$ cat src/sv/adctt_pkg.sv
// Types, constants and the thermistor curve for the ADC temperature block.
package adctt_pkg;

    localparam int CODE_W            = 12;
    localparam int CODE_TO_V         = 225;     // code * 225 = voltage in 1/512 mV
    localparam int V_W               = 20;
    localparam int TBL_W             = 17;      // curve entries in 1/32 mV
    localparam int TBL_IDX_W         = 7;       // covers up to 64 entries plus the end mark
    localparam int CURVE_POINTS      = 34;
    localparam int TABLE_ENTRIES_DEF = 34;
    localparam int STEP_Q8           = 1280;    // 5 C in 1/256 C
    localparam int MIN_TEMP_Q8       = -10240;  // -40 C
    localparam int NUM_SCALE         = STEP_Q8 / 16;
    localparam int NUM_W             = 27;
    localparam int GAP_W             = 11;      // quotient never exceeds STEP_Q8
    localparam int TEMP_W            = 19;
    localparam int OUT_W             = 16;
    localparam int OUT_MAX           = 32767;
    localparam int OUT_MIN           = -32768;

    localparam logic [TBL_W-1:0] CURVE_Q5 [CURVE_POINTS] = '{
        17'd54923, 17'd54105, 17'd53096, 17'd51879, 17'd50433, 17'd48748, 17'd46821,
        17'd44665, 17'd42297, 17'd39750, 17'd37072, 17'd34318, 17'd31548, 17'd28800,
        17'd26140, 17'd23599, 17'd21209, 17'd18984, 17'd16936, 17'd15069, 17'd13384,
        17'd11868, 17'd10514, 17'd9314,  17'd8251,  17'd7299,  17'd6450,  17'd5694,
        17'd5027,  17'd4442,  17'd3927,  17'd3475,  17'd3080,  17'd2735
    };

    typedef struct packed {
        logic [TEMP_W-1:0] base;   // step temperature before the interpolation term
        logic              below;
        logic              above;
        logic              hold;   // drop the quotient: out of range or flat segment
    } meta_t;

    // Entries past the curve read as zero.
    function automatic logic [TBL_W-1:0] table_entry(input logic [TBL_IDX_W-1:0] i);
        logic [TBL_W-1:0] e;
        e = '0;
        if (i < TBL_IDX_W'(CURVE_POINTS)) begin
            e = CURVE_Q5[i[TBL_IDX_W-2:0]];
        end
        return e;
    endfunction

endpackage

$ cat src/sv/adc_thermistor_temperature.sv
// Thermistor temperature from a 12-bit ADC code: pipelined table search and interpolation.
// Throughput: one beat per cycle; a binary-search stage per index bit and a restoring
// divide stage per quotient bit, all advancing together.
// A stall at the output holds every stage and drops s_tready in the same cycle.
// aresetn (synchronous, active low) clears all valid bits; the curve is a constant table.
module adc_thermistor_temperature #(
    parameter int TABLE_ENTRIES = adctt_pkg::TABLE_ENTRIES_DEF
) (
    input  logic        aclk,
    input  logic        aresetn,
    input  logic        s_tvalid,
    output logic        s_tready,
    input  logic [15:0] s_tdata,   // [11:0] adc_code
    output logic        m_tvalid,
    input  logic        m_tready,
    output logic [15:0] m_tdata,   // [15:0] temperature_q8
    output logic [1:0]  m_tuser    // [0] below_range, [1] above_range
);
    import adctt_pkg::*;

    localparam int IDX_W = $clog2(TABLE_ENTRIES + 1);
    localparam logic signed [TEMP_W-1:0] SAT_HI = TEMP_W'(OUT_MAX);
    localparam logic signed [TEMP_W-1:0] SAT_LO = TEMP_W'(OUT_MIN);

    logic advance;

    // search pipeline
    logic             srch_valid_reg [IDX_W+1];
    logic [V_W-1:0]   srch_v_reg     [IDX_W+1];
    logic [IDX_W-1:0] srch_idx_reg   [IDX_W+1];
    logic [V_W-1:0]   srch_v_next    [IDX_W+1];
    logic [IDX_W-1:0] srch_idx_next  [IDX_W+1];

    // segment fetch
    logic             fetch_valid_reg;
    logic [V_W-1:0]   fetch_x_reg,   fetch_x_next;
    logic [TBL_W-1:0] fetch_d_reg,   fetch_d_next;
    meta_t            fetch_meta_reg, fetch_meta_next;
    logic [TBL_W-1:0] seg_hi, seg_lo;
    logic [IDX_W-1:0] idx_sel;
    logic             idx_below, idx_above;

    // divider pipeline
    logic             div_valid_reg [GAP_W+1];
    logic [NUM_W-1:0] div_rem_reg   [GAP_W+1];
    logic [TBL_W-1:0] div_den_reg   [GAP_W+1];
    logic [GAP_W-1:0] div_q_reg     [GAP_W+1];
    meta_t            div_meta_reg  [GAP_W+1];
    logic [NUM_W-1:0] div_rem_next  [GAP_W+1];
    logic [GAP_W-1:0] div_q_next    [GAP_W+1];

    // output
    logic             m_tvalid_reg;
    logic [OUT_W-1:0] m_tdata_reg, m_tdata_next;
    logic [1:0]       m_tuser_reg, m_tuser_next;
    logic [GAP_W-1:0] gap;
    logic signed [TEMP_W-1:0] temp_full;

    assign advance  = !m_tvalid_reg || m_tready;
    assign s_tready = advance;
    assign m_tvalid = m_tvalid_reg;
    assign m_tdata  = m_tdata_reg;
    assign m_tuser  = m_tuser_reg;

    // Binary search for the first entry strictly below v. The curve falls, so the
    // index equals the count of leading entries with v <= 16*t; one index bit per stage.
    always_comb begin
        srch_v_next[0]   = V_W'(s_tdata[CODE_W-1:0]) * V_W'(CODE_TO_V);
        srch_idx_next[0] = '0;
        for (int k = 0; k < IDX_W; k++) begin
            logic [IDX_W-1:0] cand;
            cand = srch_idx_reg[k] | (IDX_W'(1) << (IDX_W - 1 - k));
            srch_v_next[k+1]   = srch_v_reg[k];
            srch_idx_next[k+1] = srch_idx_reg[k];
            // entry scaled by 16 into 1/512 mV
            if ((cand <= IDX_W'(TABLE_ENTRIES)) &&
                ({1'b0, srch_v_reg[k]} <=
                 {table_entry(TBL_IDX_W'(cand - IDX_W'(1))), 4'b0000})) begin
                srch_idx_next[k+1] = cand;
            end
        end
    end

    always_comb begin
        idx_below = (srch_idx_reg[IDX_W] == '0);
        idx_above = (srch_idx_reg[IDX_W] == IDX_W'(TABLE_ENTRIES));
        seg_hi    = table_entry(TBL_IDX_W'(srch_idx_reg[IDX_W] - IDX_W'(1)));
        seg_lo    = table_entry(TBL_IDX_W'(srch_idx_reg[IDX_W]));
        idx_sel   = idx_above ? IDX_W'(TABLE_ENTRIES - 1) : srch_idx_reg[IDX_W];
        fetch_x_next         = srch_v_reg[IDX_W] - V_W'({seg_lo, 4'b0000});
        fetch_d_next         = seg_hi - seg_lo;
        fetch_meta_next.base = TEMP_W'(idx_sel) * TEMP_W'(STEP_Q8) + TEMP_W'(MIN_TEMP_Q8);
        fetch_meta_next.below = idx_below;
        fetch_meta_next.above = idx_above;
        fetch_meta_next.hold  = idx_below || idx_above || (seg_hi <= seg_lo);
    end

    // Restoring divide of 80*x by d, one quotient bit per stage, MSB first.
    always_comb begin
        div_rem_next[0] = NUM_W'(fetch_x_reg) * NUM_W'(NUM_SCALE);
        div_q_next[0]   = '0;
        for (int k = 0; k < GAP_W; k++) begin
            logic [NUM_W-1:0] trial;
            trial = NUM_W'(div_den_reg[k]) << (GAP_W - 1 - k);
            div_rem_next[k+1] = div_rem_reg[k];
            div_q_next[k+1]   = div_q_reg[k];
            if (div_rem_reg[k] >= trial) begin
                div_rem_next[k+1] = div_rem_reg[k] - trial;
                div_q_next[k+1]   = div_q_reg[k] | (GAP_W'(1) << (GAP_W - 1 - k));
            end
        end
    end

    always_comb begin
        gap       = div_meta_reg[GAP_W].hold ? '0 : div_q_reg[GAP_W];
        temp_full = signed'(div_meta_reg[GAP_W].base - TEMP_W'(gap));
        m_tdata_next = OUT_W'(temp_full);
        if (temp_full > SAT_HI) begin
            m_tdata_next = OUT_W'(SAT_HI);
        end else if (temp_full < SAT_LO) begin
            m_tdata_next = OUT_W'(SAT_LO);
        end
        m_tuser_next = {div_meta_reg[GAP_W].above, div_meta_reg[GAP_W].below};
    end

    // valid bits
    always_ff @(posedge aclk) begin
        if (!aresetn) begin
            for (int k = 0; k <= IDX_W; k++) begin
                srch_valid_reg[k] <= 1'b0;
            end
            for (int k = 0; k <= GAP_W; k++) begin
                div_valid_reg[k] <= 1'b0;
            end
            fetch_valid_reg <= 1'b0;
            m_tvalid_reg    <= 1'b0;
        end else if (advance) begin
            srch_valid_reg[0] <= s_tvalid;
            for (int k = 0; k < IDX_W; k++) begin
                srch_valid_reg[k+1] <= srch_valid_reg[k];
            end
            fetch_valid_reg  <= srch_valid_reg[IDX_W];
            div_valid_reg[0] <= fetch_valid_reg;
            for (int k = 0; k < GAP_W; k++) begin
                div_valid_reg[k+1] <= div_valid_reg[k];
            end
            m_tvalid_reg <= div_valid_reg[GAP_W];
        end
    end

    // payload
    always_ff @(posedge aclk) begin
        if (advance) begin
            for (int k = 0; k <= IDX_W; k++) begin
                srch_v_reg[k]   <= srch_v_next[k];
                srch_idx_reg[k] <= srch_idx_next[k];
            end
            fetch_x_reg    <= fetch_x_next;
            fetch_d_reg    <= fetch_d_next;
            fetch_meta_reg <= fetch_meta_next;
            div_den_reg[0]  <= fetch_d_reg;
            div_meta_reg[0] <= fetch_meta_reg;
            for (int k = 0; k <= GAP_W; k++) begin
                div_rem_reg[k] <= div_rem_next[k];
                div_q_reg[k]   <= div_q_next[k];
            end
            for (int k = 0; k < GAP_W; k++) begin
                div_den_reg[k+1]  <= div_den_reg[k];
                div_meta_reg[k+1] <= div_meta_reg[k];
            end
            m_tdata_reg <= m_tdata_next;
            m_tuser_reg <= m_tuser_next;
        end
    end

endmodule

$ cat config.mk
export PLATFORM = sky130hd
export DESIGN_NAME = adc_thermistor_temperature
export DESIGN_NICKNAME = d
export VERILOG_FILES = /design/src/sv/adctt_pkg.sv /design/src/sv/adc_thermistor_temperature.sv
export SDC_FILE = /design/constraint.sdc
export NUM_CORES = 2
export LEC_CHECK = 0
export BUFFER_PORTS_ARGS = -buffer_cell sky130_fd_sc_hd__buf_4
export CORE_MARGIN = 10
export CORE_UTILIZATION = 40
export DETAILED_ROUTE_END_ITERATION = 10
export GPL_ROUTABILITY_DRIVEN = 1
export GPL_TIMING_DRIVEN = 1
export PLACE_DENSITY = 0.63
export SLEW_MARGIN = 20
export SYNTH_ARGS = -nofsm -noshare
export SYNTH_HDL_FRONTEND = slang
export SYNTH_SLANG_ARGS = --single-unit
$ cat constraint.sdc
create_clock -name aclk -period 50.3 [get_ports aclk]
set_input_delay 10.06 -clock aclk [delete_from_list [all_inputs] [get_ports aclk]]
set_output_delay 10.06 -clock aclk [all_outputs]
set_load 0.02 [all_outputs]
==> flow_summary.ini <==
[setup_path]
path_class = in2out
worstReg2RegStart = srch_idx_reg[6][1]
max_stage_delay_ns = 0.28
cpMaxStageDelayCell = buf_4
end_kind = output pin
cp.arrival_ns = 11.02
critPathBufInv = 4
cp.depth = 5
r2r.worst_path.cells = 19
critPathTopFamily = buffers and inverters
worst_setup_path_start_kind = input port
crit_required_ns = 40.24
cp-startpoint = m_tready
worst_path_most_repeated_cell = buf_4
cp_cell_sequence = buf_4 -> nor2b_2 -> buf_4 -> inv_8 -> buf_4
worstPathMaxFanout = 47

[clock_network]
clk_latency_ns = 0.69
clk_pin_slew_ns = 0.06
clkSinkCount = 931
htreeDepth = 3
post_cts.repair.setup_buffers = 0
cts_tree = done
cts_root_buf = clkbuf_16
ctsResizeCount = 0
cts_hold_buf = 0
cts_buffer_depth = 3
numCtsBuffers = 97

[floorplanning]
die_y_um = 370
die_x_um = 370
start_util = 0.402
dieArea_sq_mm = 0.137
io_pins = 40
num_rows = 128
core_area_sq_mm = 0.122

[synth]
synth_fa_ha_area_frac = 0.117
synth_ff_type = edfxtp_1
synth.area.mux_share = 0.0178
async_reset_ff_frac = 0
synth_compound_area_frac = 0.126
syn_area_per_cell_sq_um = 12.1
synthCells = 4052
synth_area_leaders = edfxtp_1 56%, ha_1 10%, a21oi_1 2.8%
synth_top_area_frac = 0.561
ys_ff_latch = 931
synth_xor_xnor_area_share = 0.0421
yosysUniqueCellTypes = 85
synthSimpleGateAreaFrac = 0.0968
synth_top_family_by_area = compound AO/OA/AOI/OAI gates
yosys.area.top_type = edfxtp_1
synth-edff-count = 915
synth_nets = 4510
ys_warn_count = 0
syn_area_sq_mm = 0.0489
ys_seq_area_frac = 0.568

[global_route]
grtUsageTotal = 0.132
grt_pass1_wl_mm = 149
overflow = 0
grt_max_degree = 136
grt_antenna_before_repair = 1
grt_pass1_vias = 29600

[drt]
routedWlPerCell_um = 15.7
first_pass_iters = 6
wl_mm = 91.2
postRouteAntennaNets = 0
drcViolationCount = 0
dr.first_iter.drc_count = 2065
vias_per_cell = 5.16
vias = 30100

[final_layout]
antenna_cells = 0
largest_reg_flops = 259
drive_above_1_share = 0.0762
fillers = 11000
layout.nets = 4579
area_delta_synth_final_pct = 11.3

[timing]
drv_slew = 0
worst-slew-pin-transition_ns = 1.07
rsz0062_at_grt = false
hold_viol = 0
setup_tns_ns = 0
finalClockSkew_ns = 0.0553
fin_crit_ns = 21.08
min_period_over_period = 0.419
setup_viol = 0
clock.fmax_mhz = 47.4
slew_headroom = 0.269

[run]
maxCapViolCount = 0

[hold_path]
holdCritStartpoint = fetch_d_reg[16]
worstHoldPathCells = 0
worst_hold_path_type = reg2reg

[placement]
dp_hpwl_mm = 66.8
gp_congestion = 0.863
place.port_buffers = 35

[status]
status = finished, final reports clean
[final cells by class]
| cell class | count | area (sq um) | share of cell area |
|---|---|---|---|
| tap | 1625 | 2030 | 0.0373 |
| clock buffer | 119 | 2540 | 0.0466 |
| clock inverter | 61 | 753 | 0.0138 |
| multi-input combinational | 2693 | 19600 | 0.359 |
| timing repair buffer | 68 | 527 | 0.00967 |
| inverter | 330 | 1250 | 0.0229 |
| sequential | 931 | 27800 | 0.510 |
[cell usage after synthesis (15+ instances only)]
cell and number:
a211oi_1 31, a21boi_0 30, a21o_1 78, a21oi_1 275
a31oi_1 28, and2_1 21, and3_1 20, clkbuf_1 89
dfxtp_1 16, edfxtp_1 915, fa_1 30, ha_1 408
inv_1 325, mux2_2 56, mux2i_1 15, nand2_1 272
nand2b_1 37, nand3_1 58, nand4_1 33, nor2_1 250
nor2b_1 62, nor3_1 73, nor4_1 36, o211ai_1 29
o21a_1 60, o21ai_0 251, o21bai_1 18, o31a_1 15
o31ai_1 27, or2_2 26, or3_1 21, or4_1 15
xnor2_1 136, xor2_1 99
[worst reg2reg max path: stages, from the launching register on]
cell and delay [ns]:
edfxtp_1 0.36, buf_4 0.22, inv_1 0.31, ha_1 0.33, nor3b_1 0.54, xor2_2 0.20
buf_4 0.25, nor4_1 0.24, o21ai_0 0.23, a21o_1 0.30, a31oi_1 0.41, ha_1 0.34
nor2b_1 0.15, o31ai_1 0.34, a31oi_1 0.18, o21ai_0 0.28, a211oi_1 0.17, nor4_1 0.23
o21bai_1 0.11, xor2_1 0.15
[per-layer routing]
layer  up-vias  share of wire  global-route usage
li1      15200              -                   -
met4         0          0.046              0.0620
met3       215          0.034              0.0190
met1     14100           0.43               0.156
met2       562           0.49               0.233
met5         -              0                   0
[final timing paths]
path         slack [ns]            endpoint
min reg2reg        0.40  div_den_reg[0][16]
max reg2reg       44.73     fetch_d_reg[15]
min                0.40  div_den_reg[0][16]
max               29.22            s_tready
[stage by stage]
stage,hold slack [ns],util,cells,instance area (sq um),worst slack [ns]
finish,0.401,0.448,5827,54500,29.22
global route,0.409,0.448,5827,54500,29.14
CTS,0.396,0.448,5827,54500,29.20
detailed placement,0.405,0.420,5647,51200,29.21
global placement,0.402,0.420,5647,51200,29.22
floorplan,0.400,-,4052,48900,5.06
[cells in the final DEF, fill, tap and decap left out, types with 27 or more instances in the layout]
cell type	count
a21oi_1	274
a21boi_0	30
edfxtp_1	915
xor2_1	98
nand2_1	272
nor3_1	73
mux2_2	56
nor4_1	35
nor2b_1	61
buf_4	66
a21o_1	78
nor2_1	250
o31ai_1	27
inv_1	325
nand3_1	58
o211ai_1	29
o21a_1	60
nand4_1	33
clkinv_1	27
o21ai_0	251
clkbuf_16	98
fa_1	30
xnor2_1	136
ha_1	408
a31oi_1	27
a211oi_1	31
nand2b_1	37
[cells by family (layout without fill, tap and decap cells)]
family                     Yosys count  after routing
buffers and inverters              428            578
DFF                                931            931
and+or+nand+nor                    972            972
adders and majority gates          438            438
muxes                               75             75
xor gates and xnor gates           235            235
AOI/OAI and AO/OA                  973            973
Power is left out: the tool's default activity adds up to more than one toggle a clock period on the data nets, which glitch-free logic cannot reach.
